File: src/sv/swec_pkg.sv
// ----------------------------------------------------------------------------
// swec_pkg
// shared types and constants for the sliding window event counter
// ----------------------------------------------------------------------------
package swec_pkg;

    localparam int TIME_W  = 31;
    localparam int COUNT_W = 11;

    typedef logic [TIME_W-1:0] t_time;

    // window length after reset, in timestamp units
    localparam t_time WINDOW_RESET = 31'd3000;

    // per cell control from the sequencer
    typedef struct packed {
        logic shift;  // take the neighbor's entry (pop at the head)
        logic load;   // this cell is the tail slot for the new timestamp
    } t_cell_ctl;

endpackage

File: src/sv/swec_age_cmp.sv
// ----------------------------------------------------------------------------
// swec_age_cmp
// decides whether the head entry has aged out of the window
// ----------------------------------------------------------------------------
module swec_age_cmp
    import swec_pkg::*;
(
    input  t_time i_event_time,
    input  t_time i_head_time,
    input  t_time i_window,
    output logic  o_expired
);

    logic [TIME_W:0] w_diff;

    // borrow out means a negative age, which never exceeds the window
    assign w_diff    = {1'b0, i_event_time} - {1'b0, i_head_time};
    assign o_expired = !w_diff[TIME_W] && (w_diff[TIME_W-1:0] > i_window);

endmodule

File: config.mk
export PLATFORM = sky130hd
export DESIGN_NAME = swec_age_cmp
export DESIGN_NICKNAME = d
export VERILOG_FILES = /design/src/sv/swec_pkg.sv /design/src/sv/swec_age_cmp.sv
export SDC_FILE = /design/constraint.sdc
export NUM_CORES = 1
export LEC_CHECK = 0
export ABC_AREA = 1
export BUFFER_PORTS_ARGS = -buffer_cell sky130_fd_sc_hd__buf_2
export CAP_MARGIN = 0
export CELL_PAD_IN_SITES_DETAIL_PLACEMENT = 1
export CELL_PAD_IN_SITES_GLOBAL_PLACEMENT = 1
export CORE_UTILIZATION = 32
export DETAILED_ROUTE_END_ITERATION = 10
export PLACE_DENSITY_LB_ADDON = 0.25
export SETUP_SLACK_MARGIN = 0.1
export SLEW_MARGIN = 20
export SYNTH_ARGS = -nofsm -noshare
export SYNTH_HDL_FRONTEND = slang
export SYNTH_SLANG_ARGS = --single-unit
File: constraint.sdc
create_clock -name vclk -period 2.5
set_input_delay 0.25 -clock vclk [all_inputs]
set_output_delay 0.25 -clock vclk [all_outputs]
set_load 0.1 [all_outputs]
[Word level (Yosys, flattened, before mapping)]
Index checks and enable logic that the tools add are counted.
Word-level totals
  flip-flop bits (word level): 0
  input port bits: 93
  output and inout port bits: 1
  logic and storage cells: 4
Operators by class
  add/sub/neg operators: 1
  magnitude comparators: 1
  reduce and logical (&&, ||, !) cells: 2
Operators with widths (number)
  $sub A31 B31 Y32: 1
  $gt A31 B31 Y1: 1
  $logic_and A1 B1 Y1: 1
  $logic_not A1 Y1: 1

[Logic depth before layout (Yosys ltp)]
  depth in word-level cells: 3
  mapped depth: 25
  gate-level depth less buffers: 25

[Least setup slack after synthesis]
No wires, ideal clock.
  path kind: in2out
  start point: input i_event_time[0]
  end point: output o_expired
  arrival: 3629 ps
  data required time: 2250 ps
  path slack: -1379 ps
  stages: 21
  path buffers: 0
  cell sequence: inv_1 ha_1 fa_1 inv_1 nand3_1 nand3_1 nand2_1 nand3_2 nand3_1 nand3_1 nand2_1 ha_1 nand2_1 nor2_1 and2_1 nand2_1 nor2_1 nor2_1 nand2_1 nand2_1 nor2_1
Between the ends
  longest elaborated chain between the ends: 3
  elaborated cells between the ends (all ways): 4
  classes of those cells: add/sub: 1; order compare: 1; reduce/logical: 2
RTL lines
  start: declaration: line swec_age_cmp.sv:8  | input t_time i_event_time,
  $sub A31 B31 Y32 (*): line swec_age_cmp.sv:17  | assign w_diff = {1'b0, i_event_time} - {1'b0, i_head_time};
  $gt A31 B31 Y1 or $logic_not A1 Y1 (tied branches): line swec_age_cmp.sv:18  | assign o_expired = !w_diff[TIME_W] && (w_diff[TIME_W-1:0] > i_window);
  $logic_and A1 B1 Y1 (*): line swec_age_cmp.sv:18
  end: declaration: line swec_age_cmp.sv:11  | output logic o_expired
Every way passes the cells marked *; elsewhere a longest branch is shown, timed or not.

[Worst setup path in the final report]
  start point: input i_head_time[19]
  end point: output o_expired
Between the ends
  longest elaborated chain between the ends: 3
  elaborated cells between the ends (all ways): 4
  classes of those cells: add/sub: 1; order compare: 1; reduce/logical: 2
RTL lines
  start: declaration: line swec_age_cmp.sv:9  | input t_time i_head_time,
  $sub A31 B31 Y32 (*): line swec_age_cmp.sv:17
  $gt A31 B31 Y1 or $logic_not A1 Y1 (tied branches): line swec_age_cmp.sv:18
  $logic_and A1 B1 Y1 (*): line swec_age_cmp.sv:18
Marked as above.

==> reports/metrics.yaml <==
slew_headroom_pct: 79.89
min_period_ns: 3.095
worst_slack_ns: -0.5952
worst-path-buf-inv: 4
layout_commonest_cell: "nand2_1"
final_cells: 977
peakVddDrop_mv: 0.1475
drt_first_pass_iters: 4
gp_congestion: 0.8499
drt_iter0_drc: 145
crit_path_end_kind: "output pin"
startpoint_type: "input pin"
drc: 0
regArea_sq_um: 0
final_cell_mix: "nand2_1, inv_1, buf_2"
rsz0062_at_grt: "yes"
die_height_um: 104.5
antennaDiodeCount: 0
yosysWarnings: 0
required_ns: 2.25
min_path_type: "input pin to output pin"
synth_fp_nets: 821
syn_area_sq_um: 3359
yosysSeqAreaShare_pct: 0
final_antenna_net_count: 0
drt-total-wl_um: 14150
rows: 37
post-dp-hpwl_um: 10960
vias: 4601
drv_cap: 0
seq_cells: 0
path_class: "input pin to output pin"
pin_count: 94
syn_area_per_cell_sq_um: 5.052
port_buffers: 94
power_density_nw_per_um2: 276.9
viasPerCell: 4.709
grt_use_total_pct: 24.05
clock_buffer_count: 0
max_freq_mhz: 323.1
areaGrowthSynthToFinish_pct: 68.57
slowest_delay_ns: 0.31
grt_first_pass_wirelength_um: 21560
synth_area_leaders: "nand2_1, ha_1, inv_1, nor2_1, a21oi_1"
nets: 999
core_area_sq_um: 10230
crit_fanout: 5
antenna_found_initial: 0
netlist.area_leader.share_pct: 27.93
pre_cts_ws_ns: -0.8342
setup_viol: 1
p_leak_nw: 3.400
crit_family: "simple AND/OR/NAND/NOR gates"
hold_violations: 0
maxSlewViolCount: 0
grt_pass1_vias: 4812
dieArea_sq_um: 10910
status: "finished with violations"
synth_largest_area_cell: "nand2_1"
initial_utilization_pct: 32.84
slowest_stage: "ha_4"
path_cells: "buf_2 > inv_1 > ha_4 > nand2_2 > buf_4 > nor2_1 > nand3_1 > nor2_1 > nand2_2 > nand4_1 > nand2_2 > ha_4 > nand2_1 > nor2_2 > and2_4 > nand2_2 > nor2_2 > nor2_1 > nand2_1 > nand2_2 > nor2_4 > buf_12"
cp.arrival_ns: 2.85
worstMarginPinSlew_ns: 0.3000
chipWidth_um: 104.5
grt-ovfl-total: 0
drive_gt1_share_pct: 46.73
p_total_mw: 1.568
syn_inst: 665
post-route-util_pct: 55.35
post-place-cells: 966
crit_path_frequent_cell: "nand2_2"
fin_crit_sh_pct: 123.8
violations: "negative setup slack"
synth_cell_types: 22
wire_per_inst_um: 14.49
grt_max_degree: 7
n_fill_cell: 1406
-- tightest hold or removal path, cell delays in order --
cell and delay, ns:
buf_2 0.08, ha_1 0.12, nand3_1 0.07, nor3_1 0.12, nand4_1 0.12, nand2_2 0.10
nor2_4 0.05, buf_12 0.15
-- final timing paths --
check,from,endpoint,cells past startpoint
min,i_window[0],o_expired,8
max,i_head_time[19],o_expired,22
-- cells by family after synthesis --
logic type | synth area share [%]
and+or+nand+nor | 45.21
buffers and inverters | 20.78
adders and majority gates | 23.69
AOI/OAI and AO/OA | 5.885
xor gates and xnor gates | 4.432
-- routing by layer --
layer | GRT usage [%] | vias to the layer above | wire length, um
met3 | 0.8145 | 26 | 313
met4 | 3.980 | 0 | 332
met2 | 46.59 | 97 | 7348
met5 | 0 | - | 0
met1 | 29.38 | 2155 | 6159
li1 | - | 2323 | -
-- power by group --
| group | internal, mW | total (mW) | switching (mW) |
|---|---|---|---|
| sequential | 0 | 0 | 0 |
| combinational | 0.694 | 1.57 | 0.874 |
| clock | 0 | 0 | 0 |
| total | 0.694 | 1.57 | 0.874 |
-- area by class of cell --
type,instances,area [sq um],share of cell area (%)
multi-input cells,479,3642,64.32
repair buffers,176,1140,20.13
inverters,186,710.7,12.55
well taps,136,170.2,3.005
-- synth_stat cells (all sizes together) --
cell and number:
a21oi 29, nand4 4, inv 186, nand2 265, xor2 15, nor2 51, fa 1, nor3 7
nand3 32, and3 2, ha 62, nor4 1, o21bai 2, a21o 5, xnor2 2, and2 1
-- repair_timing --
item / 4_1_cts / 5_1_grt
pin swaps: 35 / 63
resized for setup: 108 / 122
endpoints found under the setup margin: 1 / 1
hold buffers: 0 / 0
buffers inserted: 7 / 4
-- stage by stage --
stage	instance area (sq um)	hold slack [ns]	TNS (ns)
2_1_floorplan	3415	1.121	-0.4560
3_3_place_gp	4603	1.362	-0.6970
3_5_place_dp	4603	1.330	-0.8342
4_1_cts	5229	1.334	-0.5190
5_1_grt	5663	1.412	-0.7223
6_report	5663	1.326	-0.5952
Power figures use the tool's default switching activity.
