===== src/sv/swec_pkg.sv =====
// ----------------------------------------------------------------------------
// swec_pkg
// shared types and constants for the sliding window event counter
// ----------------------------------------------------------------------------
package swec_pkg;

    localparam int TIME_W  = 31;
    localparam int COUNT_W = 11;

    typedef logic [TIME_W-1:0] t_time;

    // window length after reset, in timestamp units
    localparam t_time WINDOW_RESET = 31'd3000;

    // per cell control from the sequencer
    typedef struct packed {
        logic shift;  // take the neighbor's entry (pop at the head)
        logic load;   // this cell is the tail slot for the new timestamp
    } t_cell_ctl;

endpackage


===== src/sv/swec_cell.sv =====
// ----------------------------------------------------------------------------
// swec_cell
// one entry of the timestamp queue, shifts toward the head on a pop
// ----------------------------------------------------------------------------
module swec_cell
    import swec_pkg::*;
(
    input  logic      i_clk,
    input  t_cell_ctl i_ctl,
    input  t_time     i_load_time,
    input  t_time     i_next_time,
    output t_time     o_time
);

    t_time r_time;

    // payload only, no reset: an entry is read only after it was written
    always_ff @(posedge i_clk) begin
        if (i_ctl.load) begin
            r_time <= i_load_time;
        end else if (i_ctl.shift) begin
            r_time <= i_next_time;
        end
    end

    assign o_time = r_time;

endmodule


===== config.mk =====
export PLATFORM = sky130hd
export DESIGN_NAME = swec_cell
export DESIGN_NICKNAME = d
export VERILOG_FILES = /design/src/sv/swec_pkg.sv /design/src/sv/swec_cell.sv
export SDC_FILE = /design/constraint.sdc
export NUM_CORES = 1
export LEC_CHECK = 0
export ABC_AREA = 1
export BUFFER_PORTS_ARGS = -buffer_cell sky130_fd_sc_hd__buf_2
export CORE_ASPECT_RATIO = 0.8
export CORE_MARGIN = 1
export CORE_UTILIZATION = 30
export CTS_BUF_LIST = sky130_fd_sc_hd__clkbuf_4
export DETAILED_ROUTE_END_ITERATION = 8
export PLACE_DENSITY_LB_ADDON = 0.08
export SETUP_SLACK_MARGIN = 0.05
export SYNTH_ARGS = -nofsm -noshare
export SYNTH_HDL_FRONTEND = slang
export SYNTH_SLANG_ARGS = --single-unit

===== constraint.sdc =====
create_clock -name i_clk -period 4.1 [get_ports i_clk]
set_input_delay 0.82 -clock i_clk [delete_from_list [all_inputs] [get_ports i_clk]]
set_output_delay 0.82 -clock i_clk [all_outputs]
set_load 0.02 [all_outputs]

---- After elaboration in Yosys (flattened, before gate mapping) ----
Index checks and enable logic that the tools add are counted.
word-level totals
  bits in registers ....................... 31
  input bits .............................. 65
  output and inout bits ................... 31
cells by class
  multiplexer cells ....................... 2
  reductions and logical operators ........ 1
operator list
  kind               count
  $mux 31            2
  $reduce_bool 2->1  1

---- Logic depth before layout (Yosys ltp) ----
Gate-level depths: netlist of the first run.
  depth in word-level cells ............... 2
  depth in mapped cells ................... 5
  depth with buffers taken out ............ 3

---- Worst setup path before layout of the first run ----
Ideal clock, no wire load.
  path kind ............................... input -> register
  start ................................... input port i_ctl[0] (netlist bit)
  end ..................................... register r_time[0] (netlist: o_time[0]), enable pin
  setup time .............................. 389 ps
  data arrival time ....................... 1666 ps
  data required time ...................... 3711 ps
  slack ................................... 2044 ps
  stages .................................. 2
  cell sequence ........................... buf_6 > or2_1
on the way
  word-level cells in the longest chain between the ends .. 1
ends and longest elaborated chain
  item                         line             RTL
  from (decl)                  swec_cell.sv:9   input t_cell_ctl i_ctl,
  $reduce_bool 2->1 (no line)  -
  to (signal assigned)         swec_cell.sv:20  r_time <= i_load_time;
  to (signal assigned)         swec_cell.sv:22  r_time <= i_next_time;
  to (decl)                    swec_cell.sv:15  t_time r_time;
No other way between the ends.
A chain may end at the register's enable or synchronous reset.

---- Worst setup path in the final report of the first run ----
  start ................................... input port i_ctl[0] (netlist bit)
  end ..................................... register r_time[2] (netlist: o_time[2]), enable pin
The elaborated chain is that of the path after synthesis.

==> results of run 1 <==
Yosys cell counts:
cell type,instances
edfxtp_1,31
buf_4,2
nand2_1,83
inv_6,1
buf_6,4
or2_1,1
nand2_2,10
buf_12,1
worst min-delay path, stage by stage:
cell and delay (ps):
buf_2 70, nand2_1 40, nand2_1 40
worst paths after layout:
kind            start                   end  slack [ps]
max          i_ctl[0]   o_time[2]$_DFFE_PP_        2250
min   i_next_time[24]  o_time[24]$_DFFE_PP_         760
kinds of logic after synthesis:
| group | Yosys count | share of synthesized area |
|---|---|---|
| buffers and inverters | 8 | 0.0634 |
| DFF | 31 | 0.665 |
| and+or+nand+nor | 94 | 0.272 |
layer usage:
metal,global-route usage,share of wire,vias up
li1,-,-,618
met1,0.145,0.42,488
met2,0.204,0.46,59
met3,0.0464,0.10,8
met4,0.0625,0.019,0
met5,0,0,-
per-stage QoR:
step | total power, mW | instance area, um^2 | hold WS, ps | setup WS [ps]
6_report | 0.711 | 1930 | 761 | 2250
3_5_place_dp | 0.556 | 1870 | 1090 | 1870
2_1_floorplan | 0.493 | 1400 | 993 | 2040
5_1_grt | 0.748 | 1930 | 743 | 2140
4_1_cts | 0.725 | 1930 | 742 | 2220
3_3_place_gp | 0.555 | 1870 | 1080 | 1890
cell type report:
| class | instances | area (um^2) |
|---|---|---|
| multi-input combinational | 94 | 380 |
| inverter | 1 | 8.76 |
| clock inverter | 2 | 7.51 |
| timing repair buffer | 96 | 483 |
| fill | 468 | 2410 |
| sequential | 31 | 931 |
| clock buffer | 6 | 45.0 |
| tap | 57 | 71.3 |
report_power, final:
part	switching, mW	internal [mW]	leakage [nW]	total, mW
Clock	0.0953	0.0700	0.0307	0.165
Combinational	0.0925	0.0561	0.664	0.149
Sequential	0.00854	0.389	0.319	0.397
==> metrics.csv, run 1 <==
metric,value,unit
synth_top_area_frac,0.665,
timing.final.crit_share,0.452,
critical_path.startpoint_type,primary input,
postCtsSetupRepairBufs,0,
die-area,0.00495,mm^2
period_needed,1850,ps
ctsResizeCount,0,
antenna_found_initial,0,
grt_pass1_vias,1075,
clock.fmax,540,MHz
ctsHoldBuffers,0,
worstHoldPathType,in2reg,
clkTransAtPathRegs,90,ps
syn_area,0.00140,mm^2
ant_nets,0,
worst_pin_slew,590,ps
hold_viol,0,
grt_use_total,0.125,
crit_cells,3,
wl_per_cell,10.5,um
core,0.00434,mm^2
drtIter0Drc,31,
cts_root_buffer,clkbuf_4,
max_stage_delay,470,ps
crit_chain,buf_2 -> or2_1 -> buf_4,
status,"complete, no violations",
yosysSeqAreaShare,0.665,
nets,294,
critPathSlowestCell,buf_2,
worstPathBufferInverterCount,2,
yosysWarnings,0,
synth_cells,133,
drive_gt1_frac,0.491,
critPathKind,in2reg,
ioPinCount,96,
die_x,78.4,um
start_util,0.323,
final_util,0.444,
drv_cap,0,
tritoncts,yes,
crit_fanout,33,
dp.cells,279,
grt_max_degree,34,
slew_headroom,0.607,
fin_tns_setup,0,ps
drc,0,
die-height,63.1,um
ctsLongestPathBuffers,2,
setup_viol,0,
grt_pass1_wl,4630,um
drtPass1Iterations,4,
report.final.slew_viol_count,0,
layout_commonest_cell,buf_2,
synth_area_leaders,"edfxtp_1 66%, nand2_1 22%, nand2_2 4.5%",
h-tree-depth,2,
path_delay_family,buffers and inverters,
cts.sinks,31,
num_rows,21,
final-instance-count-excl-fill,287,
largest_reg_flops,31,
avgSynthCellArea,10.5,um^2
cts_buffers,5,
final_cell_mix,"95 x buf_2, 83 x nand2_1, 31 x edfxtp_1",
cp-end-kind,flop,
grt_overflow,0,
finalWirelength,3010,um
leakagePower,1.01,nW
synth_cell_types,8,
peakVddDrop,0.165,mV
routed_via_density,4.09,
vias,1173,
worst_ep_required_time,4080,ps
ys_seq_elements,31,
synth_nets,198,
yosysTopAreaCell,edfxtp_1,
antenna_cells,0,
cp.arrival,1830,ps
min_path_cells,3,
routabilityCongestion,0.686,
rsz0062_at_grt,no,
syn2layout_area_growth,37.6,%
p_per_area,369,mW/mm^2
port_buffers,95,
Power figures use the tool's default switching activity.
==> run 2, diff against run 1 <==
Clock period 4.1 ns to 1.6 ns, I/O delays scaled along.
==> run 2 against run 1 <==
Net effect: count of clock-buffer cells in the layout is the same; combinational power grew to 2.6 times the previous value; sequential power grew to 2.6 times the previous value; critical endpoint is now o_time[29]; critical path depth shrank 2; non-clock buffer count unchanged; largest cell class unchanged; sequential share of layout area increased by 0.19 points; power grew to 2.5 times the previous value; wire length up 3.0%; hold slack worse by 500 ps; highest routed layer unchanged.
==> metrics.csv, run 2 (synthesis gave the netlist of run 1 again) <==
metric,value,unit,change
status,"complete, no violations",,
finalWirelength,3100,um,+3.0%
cts_buffers,5,,unchanged
hpwlAfterDp,2260,um,
final_cell_mix,"95 x buf_2, 83 x nand2_1, 31 x edfxtp_1",,
drtIter0Drc,48,,+55%
final_util,0.443,,-0.00173
syn2layout_area_growth,37.1,%,
ctsLongestPathBuffers,2,,unchanged
crit_chain,buf_2,,
clkTransAtPathRegs,90,ps,about the same
n_fill_cell,449,,-4.1%
grt_pass1_wl,4840,um,+4.5%
max_stage_delay,390,ps,-80 ps
tritoncts,yes,,
final-instance-count-excl-fill,285,,-0.70%
worst_pin_slew,717,ps,+127 ps
clock.fmax,832,MHz,
vias,1188,,+1.3%
dp.cells,279,,unchanged
p_switching,0.497,mW,+150%
critPathKind,reg2out,,
antenna_cells,0,,unchanged
layout_commonest_cell,buf_2,,
cp-startpoint,o_time[29]$_DFFE_PP_,,
rsz0062_at_grt,no,,
slew_headroom,0.522,,-0.0844
drive_gt1_frac,0.500,,+0.00870
worstPathBufferInverterCount,1,,-1
die_x,78.4,um,unchanged
min_from,i_next_time[23],,
crit_fanout,1,,-97%
switching_share,0.275,,-0.00146
report.final.slew_viol_count,0,,unchanged
drtPass1Iterations,3,,-1
critPathSlowestCell,edfxtp_1,,
path_delay_family,flip-flops,,
routed_via_density,4.17,,+2.0%
die-height,63.1,um,unchanged
grt_max_degree,33,,-2.9%
worstHoldPathType,in2reg,,
peakVddDrop,0.357,mV,+120%
ioPinCount,96,,unchanged
largest_reg_flops,31,,unchanged
ctsResizeCount,0,,unchanged
cts.sinks,31,,unchanged
clock_power_share,0.225,,-0.007
postCtsSetupRepairBufs,0,,unchanged
grt_use_total,0.131,,+0.00590
fin_hold_ws,264,ps,-497 ps
power,1.81,mW,+150%
critical_path.startpoint_type,flop,,
hold_viol,0,,unchanged
cp-end-kind,output port,,
p_seq_frac,0.563,,+0.004
cp.arrival,880,ps,-950 ps
worst_ep_required_time,1280,ps,-2800 ps
drv_cap,0,,unchanged
setup_viol,0,,unchanged
h-tree-depth,2,,unchanged
grt_overflow,0,,unchanged
period_needed,1200,ps,
timing.final.crit_share,0.751,,
leakagePower,1.01,nW,-0.22%
die-area,0.00495,mm^2,unchanged
routabilityCongestion,0.682,,-0.57%
ctsHoldBuffers,0,,unchanged
start_util,0.323,,unchanged
core,0.00434,mm^2,unchanged
nets,294,,unchanged
combinationalPowerShare,0.212,,+0.003
p_per_area,943,mW/mm^2,+160%
antenna_found_initial,0,,unchanged
ant_nets,0,,unchanged
wl_per_cell,10.9,um,+3.7%
p_int,1.31,mW,+160%
fin_tns_setup,0,ps,unchanged
cts_root_buffer,clkbuf_4,,
num_rows,21,,unchanged
drc,0,,unchanged
grt_pass1_vias,1073,,-0.19%
port_buffers,95,,unchanged
==> run 2: changes by cell type in the layout (fill, tap and decap cells not counted), sizes merged <==
cell	change
clkinv	-2
==> run 2: power groups by stage <==
stage,combinational [mW],sequential (mW),clock [mW]
4_1_cts,0.390,1.02,0.421
3_5_place_dp,0.390,1.04,0
6_report,0.383,1.02,0.408
2_1_floorplan,0.107,1.16,0
5_1_grt,0.420,1.03,0.455
3_3_place_gp,0.385,1.04,0
==> run 2: through the flow <==
step                area, um^2  setup WS, ps
floorplan                 1400           324
global placement          1870           222
detailed placement        1870           221
CTS                       1920           382
global route              1920           357
finish                    1920           399
==> run 2: worst paths after layout <==
path | end | slack [ps] | cells after the start
setup / recovery | o_time[29] | 400 | 1
hold / removal | o_time[23]$_DFFE_PP_ | 260 | 3
==> run 2: layer usage <==
layer / part of all wire / global-route usage / wire [um]
met1: 0.42 / 0.160 / 1320
met2: 0.47 / 0.213 / 1470
met3: 0.087 / 0.0478 / 269
met4: 0.014 / 0.0486 / 44
met5: 0 / 0 / 0
==> run 2: final cells by class <==
type,count,area [um^2],area share
flip-flops and latches,31,931,0.485
multi-input cells,94,380,0.198
repair buffers,96,483,0.252
well taps,57,71.3,0.0372
clock buffers,6,45.0,0.0235
inverters,1,8.76,0.00456
==> run 3, diff against run 2 <==
Clock period 1.6 ns to 1.1 ns, I/O delays scaled along.
==> run 3 against run 2 <==
Net effect: the run now ends with negative setup slack left; via count is 1.7% higher; die area stayed put; sequential cell count stayed put; non-clock buffer count is 2 higher.
==> metrics.csv, run 3 (synthesis gave the netlist of run 1 again) <==
metric,value,unit,change
critical_path.startpoint_type,flop,,
vias,1208,,+1.7%
syn2layout_area_growth,48.2,%,
drive_gt1_frac,0.504,,+0.00435
hold_viol,0,,unchanged
crit_fanout,1,,unchanged
core,0.00434,mm^2,unchanged
hpwlAfterDp,2260,um,-0.27%
cts_root_buffer,clkbuf_4,,
grt_use_total,0.131,,about the same
nets,296,,+0.68%
final_cell_mix,"83 x nand2_1, 73 x buf_2, 31 x edfxtp_1",,
report.final.slew_viol_count,0,,unchanged
finalWirelength,3050,um,-1.5%
start_util,0.323,,unchanged
port_buffers,95,,unchanged
die_x,78.4,um,unchanged
min_path_cells,3,,unchanged
drv_cap,0,,unchanged
ctsLongestPathBuffers,2,,unchanged
final_util,0.478,,+0.0358
ctsResizeCount,32,,+32
antenna_cells,0,,unchanged
worstHoldPathType,in2reg,,
status,finished with violations,,
tritoncts,yes,,
postCtsSetupRepairBufs,0,,unchanged
worstPathBufferInverterCount,1,,unchanged
setup_viol,1,,+1
slew_headroom,0.714,,+0.192
routed_via_density,4.21,,+0.97%
die-height,63.1,um,unchanged
violations,negative setup slack,,
drc,0,,unchanged
grt_pass1_wl,4890,um,+1.0%
drtPass1Iterations,4,,+1
largest_reg_flops,31,,unchanged
routabilityCongestion,0.644,,-5.5%
worst_pin_slew,429,ps,-288 ps
p_per_area,1330,mW/mm^2,+41%
ctsHoldBuffers,0,,unchanged
crit_chain,buf_6,,
cp.arrival,890,ps,about the same
critPathSlowestCell,edfxtp_1,,
critPathKind,reg2out,,
cts.sinks,31,,unchanged
hold_end,o_time[20]$_DFFE_PP_,,
antenna_found_initial,0,,unchanged
finalWorstSetupSlack,-5.46,ps,-404 ps
timing.final.crit_share,1.00,,
leakagePower,1.07,nW,+5.4%
grt_pass1_vias,1092,,+1.8%
grt_overflow,0,,unchanged
drtIter0Drc,19,,-60%
worst_ep_required_time,880,ps,-400 ps
ioPinCount,96,,unchanged
rsz0062_at_grt,yes,,
cp-end-kind,output port,,
min_from,i_next_time[20],,
ant_nets,0,,unchanged
path_delay_family,flip-flops,,
die-area,0.00495,mm^2,unchanged
clkTransAtPathRegs,90,ps,about the same
fin_hold_ws,169,ps,-94.9 ps
clock.fmax,905,MHz,
num_rows,21,,unchanged
peakVddDrop,0.589,mV,+65%
cts_buffers,5,,unchanged
layout_commonest_cell,nand2_1,,
grt_max_degree,32,,-3.0%
wl_per_cell,10.6,um,-2.2%
period_needed,1110,ps,
h-tree-depth,2,,unchanged
max_stage_delay,420,ps,+30 ps
==> run 3: how the worst max path moves through the flow <==
stage                                     from                    to  slack (ps)  cells past startpoint
after global routing      o_time[25]$_DFFE_PP_            o_time[25]         -50                      1
after floorplan                       i_ctl[0]   o_time[0]$_DFFE_PP_         110                      2
final                     o_time[25]$_DFFE_PP_            o_time[25]          -5                      1
after detailed placement              i_ctl[0]   o_time[9]$_DFFE_PP_          10                      2
after CTS                 o_time[25]$_DFFE_PP_            o_time[25]         -30                      1
after global placement                i_ctl[1]  o_time[12]$_DFFE_PP_          20                      2
==> run 3: routing by layer <==
layer / vias up / track usage / share of wire
met1: 528 / 0.157 / 0.42
met4: 0 / 0.0556 / 0.010
met3: 5 / 0.0536 / 0.098
li1: 618 / - / -
met2: 57 / 0.208 / 0.47
met5: - / 0 / 0
==> run 3: layout make-up <==
class                   instances  area (um^2)
fillers                       420         2260
flip-flops and latches         31          931
repair buffers                 98          636
multi-input cells              94          383
well taps                      57         71.3
clock buffers                   6         45.0
inverters                       1         8.76
==> run 3: through the flow <==
stage                     power [mW]  setup WS, ps  area, um^2  setup TNS [ps]  instances
final                           2.76         -5.46        2070           -5.46        287
after CTS                       2.78         -27.8        2040            -103        287
after floorplan                 1.84           112        1400               0        133
after global routing            2.91         -47.9        2070            -432        287
after global placement          2.07          21.0        1890               0        281
after detailed placement        2.08          14.0        1890               0        281
==> run 3: power by group <==
group	switching (mW)	internal (mW)
logic	0.346	0.318
registers	0.0550	1.45
clock network	0.337	0.252
